==> config.mk <==
export PLATFORM = sky130hd
export DESIGN_NAME = i2c_master_bit_engine_flat
export DESIGN_NICKNAME = d
export VERILOG_FILES = /design/src/hdl/i2cm_pkg.sv /design/src/hdl/i2cm_ifs.sv /design/src/hdl/i2cm_front.sv /design/src/hdl/i2cm_fifo.sv /design/src/hdl/i2cm_back.sv /design/src/hdl/i2c_master_bit_engine.sv /design/src/flat_wrapper.sv
export SDC_FILE = /design/constraint.sdc
export NUM_CORES = 1
export LEC_CHECK = 0
export ABC_AREA = 1
export BUFFER_PORTS_ARGS = -buffer_cell sky130_fd_sc_hd__buf_4
export CAP_MARGIN = 20
export CORE_MARGIN = 2
export CORE_UTILIZATION = 55
export CTS_CLUSTER_DIAMETER = 30
export DETAILED_ROUTE_END_ITERATION = 8
export PLACE_DENSITY = 0.85
export SYNTH_ARGS = -nofsm -noshare
export SYNTH_HDL_FRONTEND = slang
export SYNTH_SLANG_ARGS = --single-unit
==> constraint.sdc <==
create_clock -name clk -period 3.2 [get_ports clk]
set_input_delay 0.64 -clock clk [delete_from_list [all_inputs] [get_ports clk]]
set_output_delay 0.64 -clock clk [all_outputs]
set_load 0.02 [all_outputs]
==> src/hdl/i2cm_pkg.sv <==
// Shared types and constants for the I2C master bit engine.
// No dependencies; every other file in hdl/ imports this package.
package i2cm_pkg;

    localparam int HALF_W         = 8;
    localparam int LIMIT_W        = 20;
    localparam int BYTE_BITS      = 8;
    localparam int RECOVER_PULSES = 9;
    localparam int BC_W           = 4;
    localparam int CFG_IDX_W      = 4;
    localparam int CFG_DATA_W     = 20;
    localparam int FIFO_DEPTH     = 2;
    localparam int FIFO_PTR_W     = $clog2(FIFO_DEPTH);
    localparam int FIFO_CNT_W     = $clog2(FIFO_DEPTH + 1);

    localparam logic [HALF_W-1:0]  HALF_RESET  = HALF_W'(5);
    localparam logic [LIMIT_W-1:0] LIMIT_RESET = LIMIT_W'(10000);

    // configuration register indexes
    localparam logic [CFG_IDX_W-1:0] CFG_HALF_PERIOD   = CFG_IDX_W'(0);
    localparam logic [CFG_IDX_W-1:0] CFG_STRETCH_LIMIT = CFG_IDX_W'(1);

    typedef enum logic [2:0] {
        CMD_START   = 3'd0,
        CMD_STOP    = 3'd1,
        CMD_WRITE   = 3'd2,
        CMD_READ    = 3'd3,
        CMD_RECOVER = 3'd4
    } cmd_t;

    // classified tick, as passed from the front end to the engine
    typedef struct packed {
        logic       cmd_ok;
        cmd_t       cmd;
        logic [7:0] tx_byte;
        logic       rd_ack;
        logic       scl_in;
        logic       sda_in;
    } item_t;

    typedef struct packed {
        logic       scl_low;
        logic       sda_low;
        logic       busy_res;
        logic       done_res;
        logic [7:0] rx_byte;
        logic       nack;
        logic       stretch_timeout;
    } result_t;

endpackage

==> src/hdl/i2cm_ifs.sv <==
// Handshake channel interfaces: tick input, result output, register write.
// Depends on i2cm_pkg.
interface i2cm_cmd_if;
    import i2cm_pkg::*;
    logic       valid;
    logic       ready;
    logic       cmd_valid;
    logic [2:0] mode;
    logic [7:0] tx_byte;
    logic       rd_ack;
    logic       scl_in;
    logic       sda_in;
    modport source (output valid, cmd_valid, mode, tx_byte, rd_ack, scl_in, sda_in,
                    input ready);
    modport sink (input valid, cmd_valid, mode, tx_byte, rd_ack, scl_in, sda_in,
                  output ready);
endinterface

interface i2cm_res_if;
    import i2cm_pkg::*;
    logic       valid;
    logic       ready;
    logic       scl_low;
    logic       sda_low;
    logic       busy_res;
    logic       done_res;
    logic [7:0] rx_byte;
    logic       nack;
    logic       stretch_timeout;
    modport source (output valid, scl_low, sda_low, busy_res, done_res, rx_byte, nack,
                    stretch_timeout, input ready);
    modport sink (input valid, scl_low, sda_low, busy_res, done_res, rx_byte, nack,
                  stretch_timeout, output ready);
endinterface

interface i2cm_cfg_if;
    import i2cm_pkg::*;
    logic                  valid;
    logic                  ready;
    logic [CFG_IDX_W-1:0]  index;
    logic [CFG_DATA_W-1:0] data;
    modport source (output valid, index, data, input ready);
    modport sink (input valid, index, data, output ready);
endinterface

==> src/hdl/i2cm_front.sv <==
// Front end: takes tick transactions, classifies the command field, registers them.
// Depends on i2cm_pkg and i2cm_ifs.
module i2cm_front (
    input  logic               clk,
    input  logic               rst_n,
    i2cm_cmd_if.sink           cmd,
    output i2cm_pkg::item_t    item,
    output logic               item_valid,
    input  logic               item_ready
);
    import i2cm_pkg::*;

    logic  valid_reg;
    item_t item_reg;
    item_t item_next;

    assign cmd.ready  = !valid_reg || item_ready;
    assign item       = item_reg;
    assign item_valid = valid_reg;

    always_comb
    begin
        item_next.cmd_ok   = cmd.cmd_valid && (cmd.mode <= CMD_RECOVER);
        item_next.cmd      = cmd_t'(cmd.mode);
        item_next.tx_byte  = cmd.tx_byte;
        item_next.rd_ack   = cmd.rd_ack;
        item_next.scl_in   = cmd.scl_in;
        item_next.sda_in   = cmd.sda_in;
    end

    always_ff @(posedge clk or negedge rst_n)
    begin
        if (!rst_n)
        begin
            valid_reg <= 1'b0;
        end
        else if (cmd.ready)
        begin
            valid_reg <= cmd.valid;
        end
    end

    always_ff @(posedge clk)
    begin
        if (cmd.valid && cmd.ready)
        begin
            item_reg <= item_next;
        end
    end

endmodule

==> src/hdl/i2cm_fifo.sv <==
// Short queue of classified ticks between front end and engine.
// Depends on i2cm_pkg.
module i2cm_fifo (
    input  logic               clk,
    input  logic               rst_n,
    input  i2cm_pkg::item_t    push_item,
    input  logic               push_valid,
    output logic               push_ready,
    output i2cm_pkg::item_t    pop_item,
    output logic               pop_valid,
    input  logic               pop
);
    import i2cm_pkg::*;

    item_t                 mem_reg [FIFO_DEPTH];
    logic [FIFO_PTR_W-1:0] wr_ptr_reg;
    logic [FIFO_PTR_W-1:0] rd_ptr_reg;
    logic [FIFO_CNT_W-1:0] count_reg;
    logic                  do_push;
    logic                  do_pop;

    assign push_ready = (count_reg != FIFO_CNT_W'(FIFO_DEPTH));
    assign pop_valid  = (count_reg != '0);
    assign pop_item   = mem_reg[rd_ptr_reg];
    assign do_push    = push_valid && push_ready;
    assign do_pop     = pop && pop_valid;

    always_ff @(posedge clk or negedge rst_n)
    begin
        if (!rst_n)
        begin
            wr_ptr_reg <= '0;
            rd_ptr_reg <= '0;
            count_reg  <= '0;
        end
        else
        begin
            if (do_push)
            begin
                wr_ptr_reg <= (wr_ptr_reg == FIFO_PTR_W'(FIFO_DEPTH - 1)) ? '0
                              : wr_ptr_reg + 1'b1;
            end
            if (do_pop)
            begin
                rd_ptr_reg <= (rd_ptr_reg == FIFO_PTR_W'(FIFO_DEPTH - 1)) ? '0
                              : rd_ptr_reg + 1'b1;
            end
            if (do_push && !do_pop)
            begin
                count_reg <= count_reg + 1'b1;
            end
            else if (do_pop && !do_push)
            begin
                count_reg <= count_reg - 1'b1;
            end
        end
    end

    always_ff @(posedge clk)
    begin
        if (do_push)
        begin
            mem_reg[wr_ptr_reg] <= push_item;
        end
    end

endmodule

==> src/hdl/i2cm_back.sv <==
// Bus sequencer: walks the step sequence of each command, one tick per pop,
// holds the timing registers and the result register. Depends on i2cm_pkg, i2cm_ifs.
module i2cm_back (
    input  logic               clk,
    input  logic               rst_n,
    i2cm_cfg_if.sink           cfg,
    input  i2cm_pkg::item_t    item,
    input  logic               item_valid,
    output logic               item_pop,
    i2cm_res_if.source         res
);
    import i2cm_pkg::*;

    typedef enum logic [4:0] {
        PH_IDLE,
        ST_A, ST_B, ST_C, ST_D, ST_E,
        SP_A, SP_B, SP_C, SP_D,
        WB_A, WB_B, WB_C, WA_A, WA_B, WA_C, WA_D,
        RB_A, RB_B, RB_C, RK_A, RK_B, RK_C, RK_D,
        RC_A, RC_B, RC_C
    } phase_t;

    phase_t             phase_reg, phase_next;
    logic [BC_W-1:0]    bc_reg, bc_next;
    logic [7:0]         shift_reg, shift_next;
    logic               ack_reg, ack_next;
    logic [HALF_W-1:0]  half_timer_reg, half_timer_next;
    logic [LIMIT_W-1:0] stretch_timer_reg, stretch_timer_next;
    logic               scl_low_reg, scl_low_next;
    logic               sda_low_reg, sda_low_next;
    logic [7:0]         rx_reg, rx_next;
    logic               nack_reg, nack_next;
    logic               timeout_reg, timeout_next;
    logic [HALF_W-1:0]  half_period_reg;
    logic [LIMIT_W-1:0] stretch_limit_reg;
    logic               out_valid_reg;
    result_t            result_reg, result_next;
    logic               advance;
    logic               enter;
    logic               done;
    logic [HALF_W-1:0]  half_inc;

    function automatic logic is_release(phase_t p);
        return (p == ST_B) || (p == SP_B) || (p == WB_B) || (p == WA_B) ||
               (p == RB_B) || (p == RK_B) || (p == RC_B);
    endfunction

    function automatic phase_t first_phase(cmd_t c);
        phase_t p;
        case (c)
            CMD_START:   p = ST_A;
            CMD_STOP:    p = SP_A;
            CMD_WRITE:   p = WB_A;
            CMD_READ:    p = RB_A;
            CMD_RECOVER: p = RC_A;
            default:     p = PH_IDLE;
        endcase
        return p;
    endfunction

    assign item_pop  = item_valid && (!out_valid_reg || res.ready);
    assign cfg.ready = 1'b1;
    assign half_inc  = (half_timer_reg != '1) ? half_timer_reg + 1'b1 : half_timer_reg;

    always_comb
    begin
        phase_next         = phase_reg;
        bc_next            = bc_reg;
        shift_next         = shift_reg;
        ack_next           = ack_reg;
        half_timer_next    = half_timer_reg;
        stretch_timer_next = stretch_timer_reg;
        scl_low_next       = scl_low_reg;
        sda_low_next       = sda_low_reg;
        rx_next            = rx_reg;
        nack_next          = nack_reg;
        timeout_next       = timeout_reg;
        advance            = 1'b0;
        enter              = 1'b0;
        done               = 1'b0;

        if (phase_reg == PH_IDLE)
        begin
            if (item.cmd_ok)
            begin
                bc_next            = '0;
                half_timer_next    = '0;
                stretch_timer_next = '0;
                timeout_next       = 1'b0;
                ack_next           = item.rd_ack;
                if (item.cmd == CMD_WRITE)
                begin
                    shift_next = item.tx_byte;
                    nack_next  = 1'b0;
                end
                else if (item.cmd == CMD_READ)
                begin
                    shift_next = '0;
                end
                phase_next = first_phase(item.cmd);
                enter      = 1'b1;
            end
        end
        else if (is_release(phase_reg))
        begin
            if (item.scl_in)
            begin
                advance = 1'b1;
            end
            else if (stretch_timer_reg >= stretch_limit_reg)
            begin
                timeout_next = 1'b1;
                advance      = 1'b1;
            end
            else
            begin
                stretch_timer_next = stretch_timer_reg + 1'b1;
            end
        end
        else
        begin
            half_timer_next = half_inc;
            advance         = (half_inc >= half_period_reg);
        end

        if (advance)
        begin
            half_timer_next    = '0;
            stretch_timer_next = '0;
            case (phase_reg)
                ST_A: phase_next = ST_B;
                ST_B: phase_next = ST_C;
                ST_C: phase_next = ST_D;
                ST_D: phase_next = ST_E;
                SP_A: phase_next = SP_B;
                SP_B: phase_next = SP_C;
                SP_C: phase_next = SP_D;
                WB_A: phase_next = WB_B;
                WB_B: phase_next = WB_C;
                WB_C:
                begin
                    shift_next = {shift_reg[6:0], 1'b0};
                    bc_next    = bc_reg + 1'b1;
                    phase_next = (bc_next < BC_W'(BYTE_BITS)) ? WB_A : WA_A;
                end
                WA_A: phase_next = WA_B;
                WA_B: phase_next = WA_C;
                WA_C:
                begin
                    nack_next  = item.sda_in;
                    phase_next = WA_D;
                end
                RB_A: phase_next = RB_B;
                RB_B:
                begin
                    shift_next = {shift_reg[6:0], item.sda_in};
                    phase_next = RB_C;
                end
                RB_C:
                begin
                    bc_next    = bc_reg + 1'b1;
                    phase_next = (bc_next < BC_W'(BYTE_BITS)) ? RB_A : RK_A;
                end
                RK_A: phase_next = RK_B;
                RK_B: phase_next = RK_C;
                RK_C: phase_next = RK_D;
                RK_D:
                begin
                    rx_next    = shift_reg;
                    phase_next = PH_IDLE;
                end
                RC_A: phase_next = RC_B;
                RC_B: phase_next = RC_C;
                RC_C:
                begin
                    if ((BC_W + 1)'(bc_reg) + 1'b1 < (BC_W + 1)'(RECOVER_PULSES))
                    begin
                        bc_next    = bc_reg + 1'b1;
                        phase_next = RC_A;
                    end
                    else
                    begin
                        phase_next = SP_A;
                    end
                end
                default: phase_next = PH_IDLE;
            endcase
            if (phase_next == PH_IDLE)
            begin
                done = 1'b1;
            end
            else
            begin
                enter = 1'b1;
            end
        end

        // line drive set on entry to a step
        if (enter)
        begin
            case (phase_next)
                ST_A: sda_low_next = 1'b0;
                ST_D: sda_low_next = 1'b1;
                ST_E: scl_low_next = 1'b1;
                SP_A: sda_low_next = 1'b1;
                SP_D: sda_low_next = 1'b0;
                WB_A:
                begin
                    if (bc_next != '0)
                    begin
                        scl_low_next = 1'b1;
                    end
                    sda_low_next = !shift_next[7];
                end
                WA_A:
                begin
                    scl_low_next = 1'b1;
                    sda_low_next = 1'b0;
                end
                WA_D: scl_low_next = 1'b1;
                RB_A:
                begin
                    sda_low_next = 1'b0;
                    if (bc_next != '0)
                    begin
                        scl_low_next = 1'b1;
                    end
                end
                RK_A:
                begin
                    scl_low_next = 1'b1;
                    sda_low_next = ack_next;
                end
                RK_D, RC_A:
                begin
                    scl_low_next = 1'b1;
                    sda_low_next = 1'b0;
                end
                default:
                begin
                    if (is_release(phase_next))
                    begin
                        scl_low_next = 1'b0;
                    end
                end
            endcase
        end

        result_next.scl_low         = scl_low_next;
        result_next.sda_low         = sda_low_next;
        result_next.busy_res        = (phase_next != PH_IDLE);
        result_next.done_res        = done;
        result_next.rx_byte         = rx_next;
        result_next.nack            = nack_next;
        result_next.stretch_timeout = timeout_next;
    end

    always_ff @(posedge clk or negedge rst_n)
    begin
        if (!rst_n)
        begin
            phase_reg         <= PH_IDLE;
            bc_reg            <= '0;
            shift_reg         <= '0;
            ack_reg           <= 1'b0;
            half_timer_reg    <= '0;
            stretch_timer_reg <= '0;
            scl_low_reg       <= 1'b0;
            sda_low_reg       <= 1'b0;
            rx_reg            <= '0;
            nack_reg          <= 1'b0;
            timeout_reg       <= 1'b0;
            half_period_reg   <= HALF_RESET;
            stretch_limit_reg <= LIMIT_RESET;
            out_valid_reg     <= 1'b0;
            result_reg        <= '0;
        end
        else
        begin
            if (cfg.valid)
            begin
                if (cfg.index == CFG_HALF_PERIOD)
                begin
                    half_period_reg <= cfg.data[HALF_W-1:0];
                end
                else if (cfg.index == CFG_STRETCH_LIMIT)
                begin
                    stretch_limit_reg <= cfg.data[LIMIT_W-1:0];
                end
            end
            if (item_pop)
            begin
                phase_reg         <= phase_next;
                bc_reg            <= bc_next;
                shift_reg         <= shift_next;
                ack_reg           <= ack_next;
                half_timer_reg    <= half_timer_next;
                stretch_timer_reg <= stretch_timer_next;
                scl_low_reg       <= scl_low_next;
                sda_low_reg       <= sda_low_next;
                rx_reg            <= rx_next;
                nack_reg          <= nack_next;
                timeout_reg       <= timeout_next;
                out_valid_reg     <= 1'b1;
                result_reg        <= result_next;
            end
            else if (res.ready)
            begin
                out_valid_reg <= 1'b0;
            end
        end
    end

    assign res.valid           = out_valid_reg;
    assign res.scl_low         = result_reg.scl_low;
    assign res.sda_low         = result_reg.sda_low;
    assign res.busy_res        = result_reg.busy_res;
    assign res.done_res        = result_reg.done_res;
    assign res.rx_byte         = result_reg.rx_byte;
    assign res.nack            = result_reg.nack;
    assign res.stretch_timeout = result_reg.stretch_timeout;

endmodule

==> src/hdl/i2c_master_bit_engine.sv <==
// I2C master bit engine top level: front end, tick queue, bus sequencer.
// Path: a tick passes the front-end register, the tick queue, then the result register.
// Throughput: one tick per clock unless res.ready stalls it, set by the step update.
// Reset (rst_n low, asynchronous): idle, both lines released, queue empty,
// half_period 5, stretch_limit 10000. Depends on i2cm_pkg, i2cm_ifs and submodules.
module i2c_master_bit_engine (
    input  logic       clk,
    input  logic       rst_n,
    i2cm_cmd_if.sink   cmd,
    i2cm_cfg_if.sink   cfg,
    i2cm_res_if.source res
);
    import i2cm_pkg::*;

    item_t front_item;
    logic  front_valid;
    logic  fifo_ready;
    item_t queue_item;
    logic  queue_valid;
    logic  queue_pop;

    i2cm_front u_front (
        .clk        (clk),
        .rst_n      (rst_n),
        .cmd        (cmd),
        .item       (front_item),
        .item_valid (front_valid),
        .item_ready (fifo_ready)
    );

    i2cm_fifo u_fifo (
        .clk        (clk),
        .rst_n      (rst_n),
        .push_item  (front_item),
        .push_valid (front_valid),
        .push_ready (fifo_ready),
        .pop_item   (queue_item),
        .pop_valid  (queue_valid),
        .pop        (queue_pop)
    );

    i2cm_back u_back (
        .clk        (clk),
        .rst_n      (rst_n),
        .cfg        (cfg),
        .item       (queue_item),
        .item_valid (queue_valid),
        .item_pop   (queue_pop),
        .res        (res)
    );

endmodule

==> src/flat_wrapper.sv <==
// flat-port wrapper written by rule: the top's interface ports become plain ports
module i2c_master_bit_engine_flat import i2cm_pkg::*;
  (clk, rst_n, cmd_valid, cmd_cmd_valid, cmd_mode, cmd_tx_byte, cmd_rd_ack, cmd_scl_in, cmd_sda_in, cmd_ready, cfg_valid, cfg_index, cfg_data, cfg_ready, res_valid, res_scl_low, res_sda_low, res_busy_res, res_done_res, res_rx_byte, res_nack, res_stretch_timeout, res_ready);
  i2cm_cmd_if cmd_i ();
  i2cm_cfg_if cfg_i ();
  i2cm_res_if res_i ();
  input  logic clk;
  input  logic rst_n;
  input wire logic [$bits(cmd_i.valid)-1:0] cmd_valid;
  input wire logic [$bits(cmd_i.cmd_valid)-1:0] cmd_cmd_valid;
  input wire logic [$bits(cmd_i.mode)-1:0] cmd_mode;
  input wire logic [$bits(cmd_i.tx_byte)-1:0] cmd_tx_byte;
  input wire logic [$bits(cmd_i.rd_ack)-1:0] cmd_rd_ack;
  input wire logic [$bits(cmd_i.scl_in)-1:0] cmd_scl_in;
  input wire logic [$bits(cmd_i.sda_in)-1:0] cmd_sda_in;
  output wire logic [$bits(cmd_i.ready)-1:0] cmd_ready;
  input wire logic [$bits(cfg_i.valid)-1:0] cfg_valid;
  input wire logic [$bits(cfg_i.index)-1:0] cfg_index;
  input wire logic [$bits(cfg_i.data)-1:0] cfg_data;
  output wire logic [$bits(cfg_i.ready)-1:0] cfg_ready;
  output wire logic [$bits(res_i.valid)-1:0] res_valid;
  output wire logic [$bits(res_i.scl_low)-1:0] res_scl_low;
  output wire logic [$bits(res_i.sda_low)-1:0] res_sda_low;
  output wire logic [$bits(res_i.busy_res)-1:0] res_busy_res;
  output wire logic [$bits(res_i.done_res)-1:0] res_done_res;
  output wire logic [$bits(res_i.rx_byte)-1:0] res_rx_byte;
  output wire logic [$bits(res_i.nack)-1:0] res_nack;
  output wire logic [$bits(res_i.stretch_timeout)-1:0] res_stretch_timeout;
  input wire logic [$bits(res_i.ready)-1:0] res_ready;
  assign cmd_i.valid = cmd_valid;
  assign cmd_i.cmd_valid = cmd_cmd_valid;
  assign cmd_i.mode = cmd_mode;
  assign cmd_i.tx_byte = cmd_tx_byte;
  assign cmd_i.rd_ack = cmd_rd_ack;
  assign cmd_i.scl_in = cmd_scl_in;
  assign cmd_i.sda_in = cmd_sda_in;
  assign cmd_ready = cmd_i.ready;
  assign cfg_i.valid = cfg_valid;
  assign cfg_i.index = cfg_index;
  assign cfg_i.data = cfg_data;
  assign cfg_ready = cfg_i.ready;
  assign res_valid = res_i.valid;
  assign res_scl_low = res_i.scl_low;
  assign res_sda_low = res_i.sda_low;
  assign res_busy_res = res_i.busy_res;
  assign res_done_res = res_i.done_res;
  assign res_rx_byte = res_i.rx_byte;
  assign res_nack = res_i.nack;
  assign res_stretch_timeout = res_i.stretch_timeout;
  assign res_i.ready = res_ready;
  i2c_master_bit_engine u_core (.clk(clk), .rst_n(rst_n), .cmd(cmd_i), .cfg(cfg_i), .res(res_i));
endmodule
==> flow_metrics.py, run 1 <==
metrics = {
    "final_layout": {
        "antenna_cells": 0,
        "multiInputGateArea_um2": 3720,
        "area_delta_synth_final_pct": 29.8,
        "utilization_pct": 73.7,
        "fillers": 871,
        "seqCellArea_um2": 3710,
        "fin_cells": 1230,
        "final_nets": 1117,
        "largest_reg_flops": 30,
        "drive_above_1_share_pct": 27.7,
    },
    "global_route": {
        "grt_pass1_wl_um": 29300,
        "antenna_found_initial": 0,
        "grt_overflow": 0,
        "grt_usage_pct": 25.3,
        "grt_start_max_net_pins": 50,
        "grt_pass1_vias": 6402,
    },
    "floorplanning": {
        "die-area_um2": 14700,
        "ioPinCount": 61,
        "dieHeight_um": 121,
        "core_area_um2": 13300,
        "die_x_um": 121,
        "start_util_pct": 56.8,
        "rows": 42,
    },
    "outcome": {
        "violations": "negative setup slack",
        "outcome": "complete, but fails checks",
    },
    "place": {
        "gp_congestion": 0.923,
        "dp.cells": 1174,
        "preCtsSetupSlack_ps": -157,
        "port_buffers": 59,
        "hpwlAfterDp_um": 12100,
    },
    "yosys": {
        "synth-warning-count": 0,
        "yosysSeqAreaShare_pct": 49.0,
        "synthCells": 918,
        "syn_avg_cell_area_um2": 8.26,
        "synth_seq_cells": 139,
        "syn_area_um2": 7580,
        "ys_types": 48,
        "synth_fp_nets": 994,
    },
    "drt": {
        "vias_per_cell": 5.61,
        "initialDrtViolationCount": 675,
        "drt_drc_violations_left": 0,
        "finalWirelength_um": 19600,
        "detail-route-antenna-nets": 0,
        "num_vias": 6897,
        "post_drt_wl_per_cell_um": 15.9,
        "drt-pass1-iter-count": 6,
    },
    "worst_setup_path": {
        "cp_max_fo": 8,
        "arrival_ps": 3710,
        "endpoint_kind": "flip-flop",
        "critPathKind": "reg -> reg",
        "crit_path_start_kind": "flip-flop",
        "reg2reg_depth": 21,
        "worst_ep_required_time_ps": 3530,
    },
    "cts": {
        "htree_levels": 4,
        "cts_root_buffer": "clkbuf_16",
        "cts_tree": "done",
        "numCtsBuffers": 17,
        "clk_latency_ps": 430,
        "cts_buffer_depth": 2,
        "clkSlewWorstSetupHoldPaths_ps": 60,
        "cts_sinks": 139,
    },
    "sta": {
        "worst_pin_slew_ps": 639,
        "holdWs_ps": 231,
        "hold_viol_final": 0,
        "setup_violations": 31,
        "max_slew_margin_pct": 57.4,
        "clock_skew_ps": 11.6,
        "setup_ws_ps": -184,
        "period_needed_ps": 3380,
        "maxSlewViolCount": 0,
        "max_freq_mhz": 296,
        "timing.final.crit_share_pct": 106,
        "rsz0062_at_grt": "yes",
    },
    "power": {
        "peakVddDrop_mv": 0.695,
        "p_total_mw": 11.1,
        "power.density_nw_per_um2": 1130,
        "p_leak_nw": 4.70,
    },
    "worst_hold_path": {
        "hold_class": "in -> async",
    },
    "job": {
        "drv_cap": 0,
    },
}
[kinds of logic (layout without fill, tap and decap cells)]
kind of cell,count (synthesis),count (layout),synth area share (%)
buffers and inverters,162,297,8.30
XOR/XNOR,13,13,1.50
multiplexers,10,10,1.32
other,1,1,0.0494
flip-flops,139,139,49.0
AND/OR/NAND/NOR,404,405,23.5
AO/OA/AOI/OAI,157,157,11.1
adder cells (fa/ha/maj),32,32,5.28
[cell usage after synthesis (all sizes together)]
master   instances  share of area, %
dfstp            7               2.4
nand3           47               3.6
nor2            98               5.3
a21o             2              0.20
o21ai           99               6.8
o211ai           1             0.099
ha              32               5.3
clkbuf          12              0.59
o2111ai          1              0.12
nor4             2              0.16
dfrtp           87                29
clkinv           1             0.049
nor2b            1             0.083
xnor2            3              0.35
a21oi           45               3.0
and2             2              0.16
nor3            12              0.86
nand4           22               1.9
nor3b            3              0.30
conb             1             0.049
inv            141               7.0
or2              2              0.16
nand2          212                11
a311oi           1              0.12
mux2i           10               1.3
buf              8              0.68
a31oi            2              0.16
edfxtp          45                18
nand3b           3              0.30
o21a             1             0.099
xor2            10               1.2
o31ai            1             0.099
o21bai           1             0.099
a41oi            1              0.12
a211oi           2              0.20
[path summary, 6_finish.rpt]
kind / slack [ps] / end / start
setup reg to reg: -180 / u_core.u_back.stretch_timer_reg[14]$_DFFE_PN0P_ / u_core.u_back.half_timer_reg[0]$_DFFE_PN0P_
hold / removal: 230 / u_core.u_back.half_timer_reg[5]$_DFFE_PN0P_ / rst_n
setup / recovery: -180 / u_core.u_back.stretch_timer_reg[14]$_DFFE_PN0P_ / u_core.u_back.half_timer_reg[0]$_DFFE_PN0P_
min in group clk: 390 / u_core.u_front.item[1]$_DFFE_PP_ / cmd_scl_in
hold reg to reg: 440 / u_core.u_fifo.mem_reg[1][12]$_DFFE_PP_ / u_core.u_front.item[12]$_DFFE_PP_
max in group asynchronous: 2270 / u_core.u_back.res.rx_byte[2]$_DFFE_PN0P_ / rst_n
[area by class of cell]
class,instances,area share [%]
flip-flops and latches,139,37.7
repair buffers,123,10.2
well taps,176,2.24
clock buffers,18,4.46
clock inverters,14,1.87
inverters,142,5.62
multi-input cells,618,37.9
[report_power, final]
| group | switching [mW] | internal (mW) |
|---|---|---|
| registers | 0.278 | 2.34 |
| logic | 3.90 | 2.53 |
| clock network | 0.788 | 1.26 |
[cells in the final DEF (no fill, tap or decap), types with 4 or more instances in the layout]
cell,netlist,routed
nor3_1,11,7
nor2_1,87,75
nand2_1,209,172
dfstp_2,7,7
nand4_1,21,21
buf_4,1,106
nand2_4,0,12
o21ai_1,3,23
mux2i_1,10,10
nand2_2,3,28
inv_1,133,124
inv_2,8,13
clkinvlp_4,0,6
ha_1,32,28
nor2_2,9,14
edfxtp_1,45,45
xor2_1,10,9
nand3_1,42,37
o21ai_0,94,68
nand3_4,2,4
dfrtp_1,87,87
buf_6,0,13
o21ai_2,0,6
clkbuf_16,0,17
a21oi_2,0,12
a21oi_1,45,31
nor2_4,2,9
nand3_2,3,7
[metrics by stage]
step                TNS [ps]  instance area [um2]
floorplan                  0                 7580
global placement        -143                 8480
detailed placement      -670                 8480
CTS                        0                 9280
global route          -10370                 9840
finish                 -2910                 9840
[timing repair]
item / CTS / global route
endpoints found under the setup margin: 25 / 55
gates cloned: 1 / 1
gates resized for setup: 26 / 148
pin swaps: 14 / 20
hold buffers: 0 / 0
setup buffers: 8 / 17
[critical path: stages (launching register included)]
cell and delay [ps]:
dfrtp_1 380, ha_2 220, nand3_2 100, nor2_4 190, a21oi_2 80, buf_4 140
buf_4 130, a21oi_4 170, ha_4 240, a21oi_2 120, o21ai_1 80, nand2_1 70
nand4_2 100, buf_6 170, nand2_2 70, nand2_2 80, o21ai_4 390, nor3_4 100
nand2_1 90, inv_2 50, buf_4 130, a211oi_1 170
[routing by layer]
layer | vias up | track usage [%] | share of wire, %
met4 | 0 | 9.91 | 3.0
met2 | 305 | 41.6 | 49
li1 | 3260 | - | -
met1 | 3267 | 32.6 | 41
met3 | 65 | 5.83 | 6.4
met5 | - | 0 | 0
No activity file was read; power rests on OpenSTA's default activity.
==> run 2, diff against run 1 <==
Settings changed: SETUP_SLACK_MARGIN set to 0.02.
==> run 2 against run 1 <==
The run still ends with negative setup slack left. Clock power about the same. Routed wire length down 6.7%. First-iteration DRC count down 13%. Fmax about the same. Die area did not move. Combinational power shrank 11%. Sequential share of layout area rose by 0.84 points.
==> flow_metrics.py, run 2 (synthesis results as in run 1) <==
metrics = {
    "worst_setup_path": {
        "crit_slowest_cell": "dfrtp_1",
        "cp_max_fo": 8,
        "slowest_delay_ps": 390,
        "reg2reg_from": "u_core.u_back.half_timer_reg[0]$_DFFE_PN0P_",
        "worst_ep_required_time_ps": 3520,
        "crit_buf_inv": 6,
        "critPathKind": "reg -> reg",
        "critPathMostFrequentCell": "nand2_1",
        "startpoint": "u_core.u_back.half_timer_reg[0]$_DFFE_PN0P_",
        "critPathTopFamily": "simple AND/OR/NAND/NOR gates",
        "endpoint_kind": "flip-flop",
        "crit_path_start_kind": "flip-flop",
        "arrival_ps": 3710,
    },
    "drt": {
        "drt-pass1-iter-count": 5,
        "num_vias": 6700,
        "vias_per_cell": 5.46,
        "initialDrtViolationCount": 585,
        "post_drt_wl_per_cell_um": 14.9,
        "drt_drc_violations_left": 0,
        "finalWirelength_um": 18300,
        "detail-route-antenna-nets": 0,
    },
    "global_route": {
        "grt_pass1_vias": 6412,
        "grt_pass1_wl_um": 29400,
        "grt_overflow": 0,
        "antenna_found_initial": 0,
        "grt_start_max_net_pins": 50,
        "grt_usage_pct": 25.4,
    },
    "final_layout": {
        "antenna_cells": 0,
        "final_common_cell": "nand2_1",
        "final_nets": 1115,
        "area_delta_synth_final_pct": 26.9,
        "drive_above_1_share_pct": 23.7,
        "largest_reg_flops": 30,
        "final_cell_mix": "198 x nand2_1, 126 x inv_1, 107 x buf_4",
        "fillers": 915,
    },
    "place": {
        "gp_congestion": 0.923,
        "port_buffers": 59,
        "hpwlAfterDp_um": 12100,
        "preCtsSetupSlack_ps": -157,
    },
    "floorplanning": {
        "ioPinCount": 61,
        "rows": 42,
        "start_util_pct": 56.8,
        "die-area_um2": 14700,
        "core_area_um2": 13300,
        "die_x_um": 121,
        "dieHeight_um": 121,
    },
    "worst_hold_path": {
        "hold_class": "in -> async",
    },
    "power": {
        "pwr-share-seq_pct": 25.1,
        "power.share.switching_pct": 43.3,
        "power.density_nw_per_um2": 1080,
        "comb_power_share_pct": 55.2,
        "peakVddDrop_mv": 0.613,
        "p_leak_nw": 4.62,
        "power_switching_mw": 4.49,
        "intPower_mw": 5.89,
        "pwr-share-clk_pct": 19.7,
    },
    "cts": {
        "cts_tree": "done",
        "htree_levels": 4,
        "numCtsBuffers": 17,
        "clk_latency_ps": 430,
        "cts_buffer_depth": 2,
        "clkSlewWorstSetupHoldPaths_ps": 60,
        "cts_sinks": 139,
        "cts_root_buffer": "clkbuf_16",
    },
    "sta": {
        "setup_ws_ps": -186,
        "rsz0062_at_grt": "yes",
        "setup_tns_ps": -3220,
        "hold_viol_final": 0,
        "period_needed_ps": 3390,
        "clock_skew_ps": 9.91,
        "timing.final.crit_share_pct": 106,
        "maxSlewViolCount": 0,
        "setup_violations": 38,
        "max_freq_mhz": 295,
        "max_slew_margin_pct": 58.9,
        "worst_pin_slew_ps": 616,
    },
    "job": {
        "drv_cap": 0,
    },
    "outcome": {
        "outcome": "complete, but fails checks",
        "violations": "negative setup slack",
    },
}
-- run 2: cell types whose count changed in the layout (fill, tap and decap cells not counted), moves of 3 or more --
cell     change
nand2_1     +26
nand2_2     -19
o21ai_0      +8
nand2_4      -7
o21ai_1      -6
buf_6        -5
a21oi_1      +3
nand3_1      +3
nor2_1       +3
nor3_2       +3
o21ai_2      -3
-- run 2: worst paths after layout --
check	slack, ps	depth (start not counted)	end
max	-190	25	u_core.u_back.res.scl_low$_DFFE_PN0P_
min	230	1	u_core.u_back.half_period_reg[6]$_DFFE_PN0P_
max reg2reg	-190	25	u_core.u_back.res.scl_low$_DFFE_PN0P_
min reg2reg	440	0	u_core.u_fifo.mem_reg[1][12]$_DFFE_PP_
max in group asynchronous	2280	2	u_core.u_back.res.rx_byte[0]$_DFFE_PN0P_
min in group clk	390	1	u_core.u_front.item[1]$_DFFE_PP_
-- run 2: metal layers --
metal / up-vias / GRT usage [%] / part of all wire (%)
met3: 43 / 5.83 / 5.7
met5: - / 0 / 0
met1: 3159 / 32.6 / 43
li1: 3258 / - / -
met4: 0 / 9.91 / 2.2
met2: 240 / 41.7 / 49
-- run 2: per-stage QoR --
step	cell area [um2]	std cells	util, %	hold slack [ps]	power [mW]
after global routing	9630	1228	72.1	271	11.1
after detailed placement	8480	1174	63.6	430	7.24
after floorplan	7580	918	-	344	5.63
final	9630	1228	72.1	228	10.4
after CTS	9280	1216	69.6	237	9.79
after global placement	8480	1174	63.6	424	7.11
-- run 2: final cells by class --
type / count / area [um2] / share of cell area [%]
flip-flops and latches: 139 / 3710 / 38.6
multi-input cells: 618 / 3540 / 36.8
repair buffers: 120 / 978 / 10.2
inverters: 142 / 547 / 5.68
clock buffers: 18 / 439 / 4.56
well taps: 176 / 220 / 2.29
clock inverters: 14 / 184 / 1.91
repair inverters: 1 / 7.51 / 0.0780
-- run 2: power groups by stage --
stage / Clock (mW) / Sequential [mW] / Combinational, mW
2_1_floorplan: 0 / 2.59 / 3.04
3_3_place_gp: 0 / 2.60 / 4.51
3_5_place_dp: 0 / 2.62 / 4.62
4_1_cts: 2.07 / 2.60 / 5.12
5_1_grt: 2.14 / 2.65 / 6.28
6_report: 2.05 / 2.61 / 5.73
-- run 2: repair_timing --
action                                 CTS  global route
gates resized for setup                 27            77
gates cloned                             1             1
hold buffers                             0             0
pin swaps                               14            21
setup endpoints to repair               29            55
setup buffers                            9            11
endpoints found under the hold margin    0             0
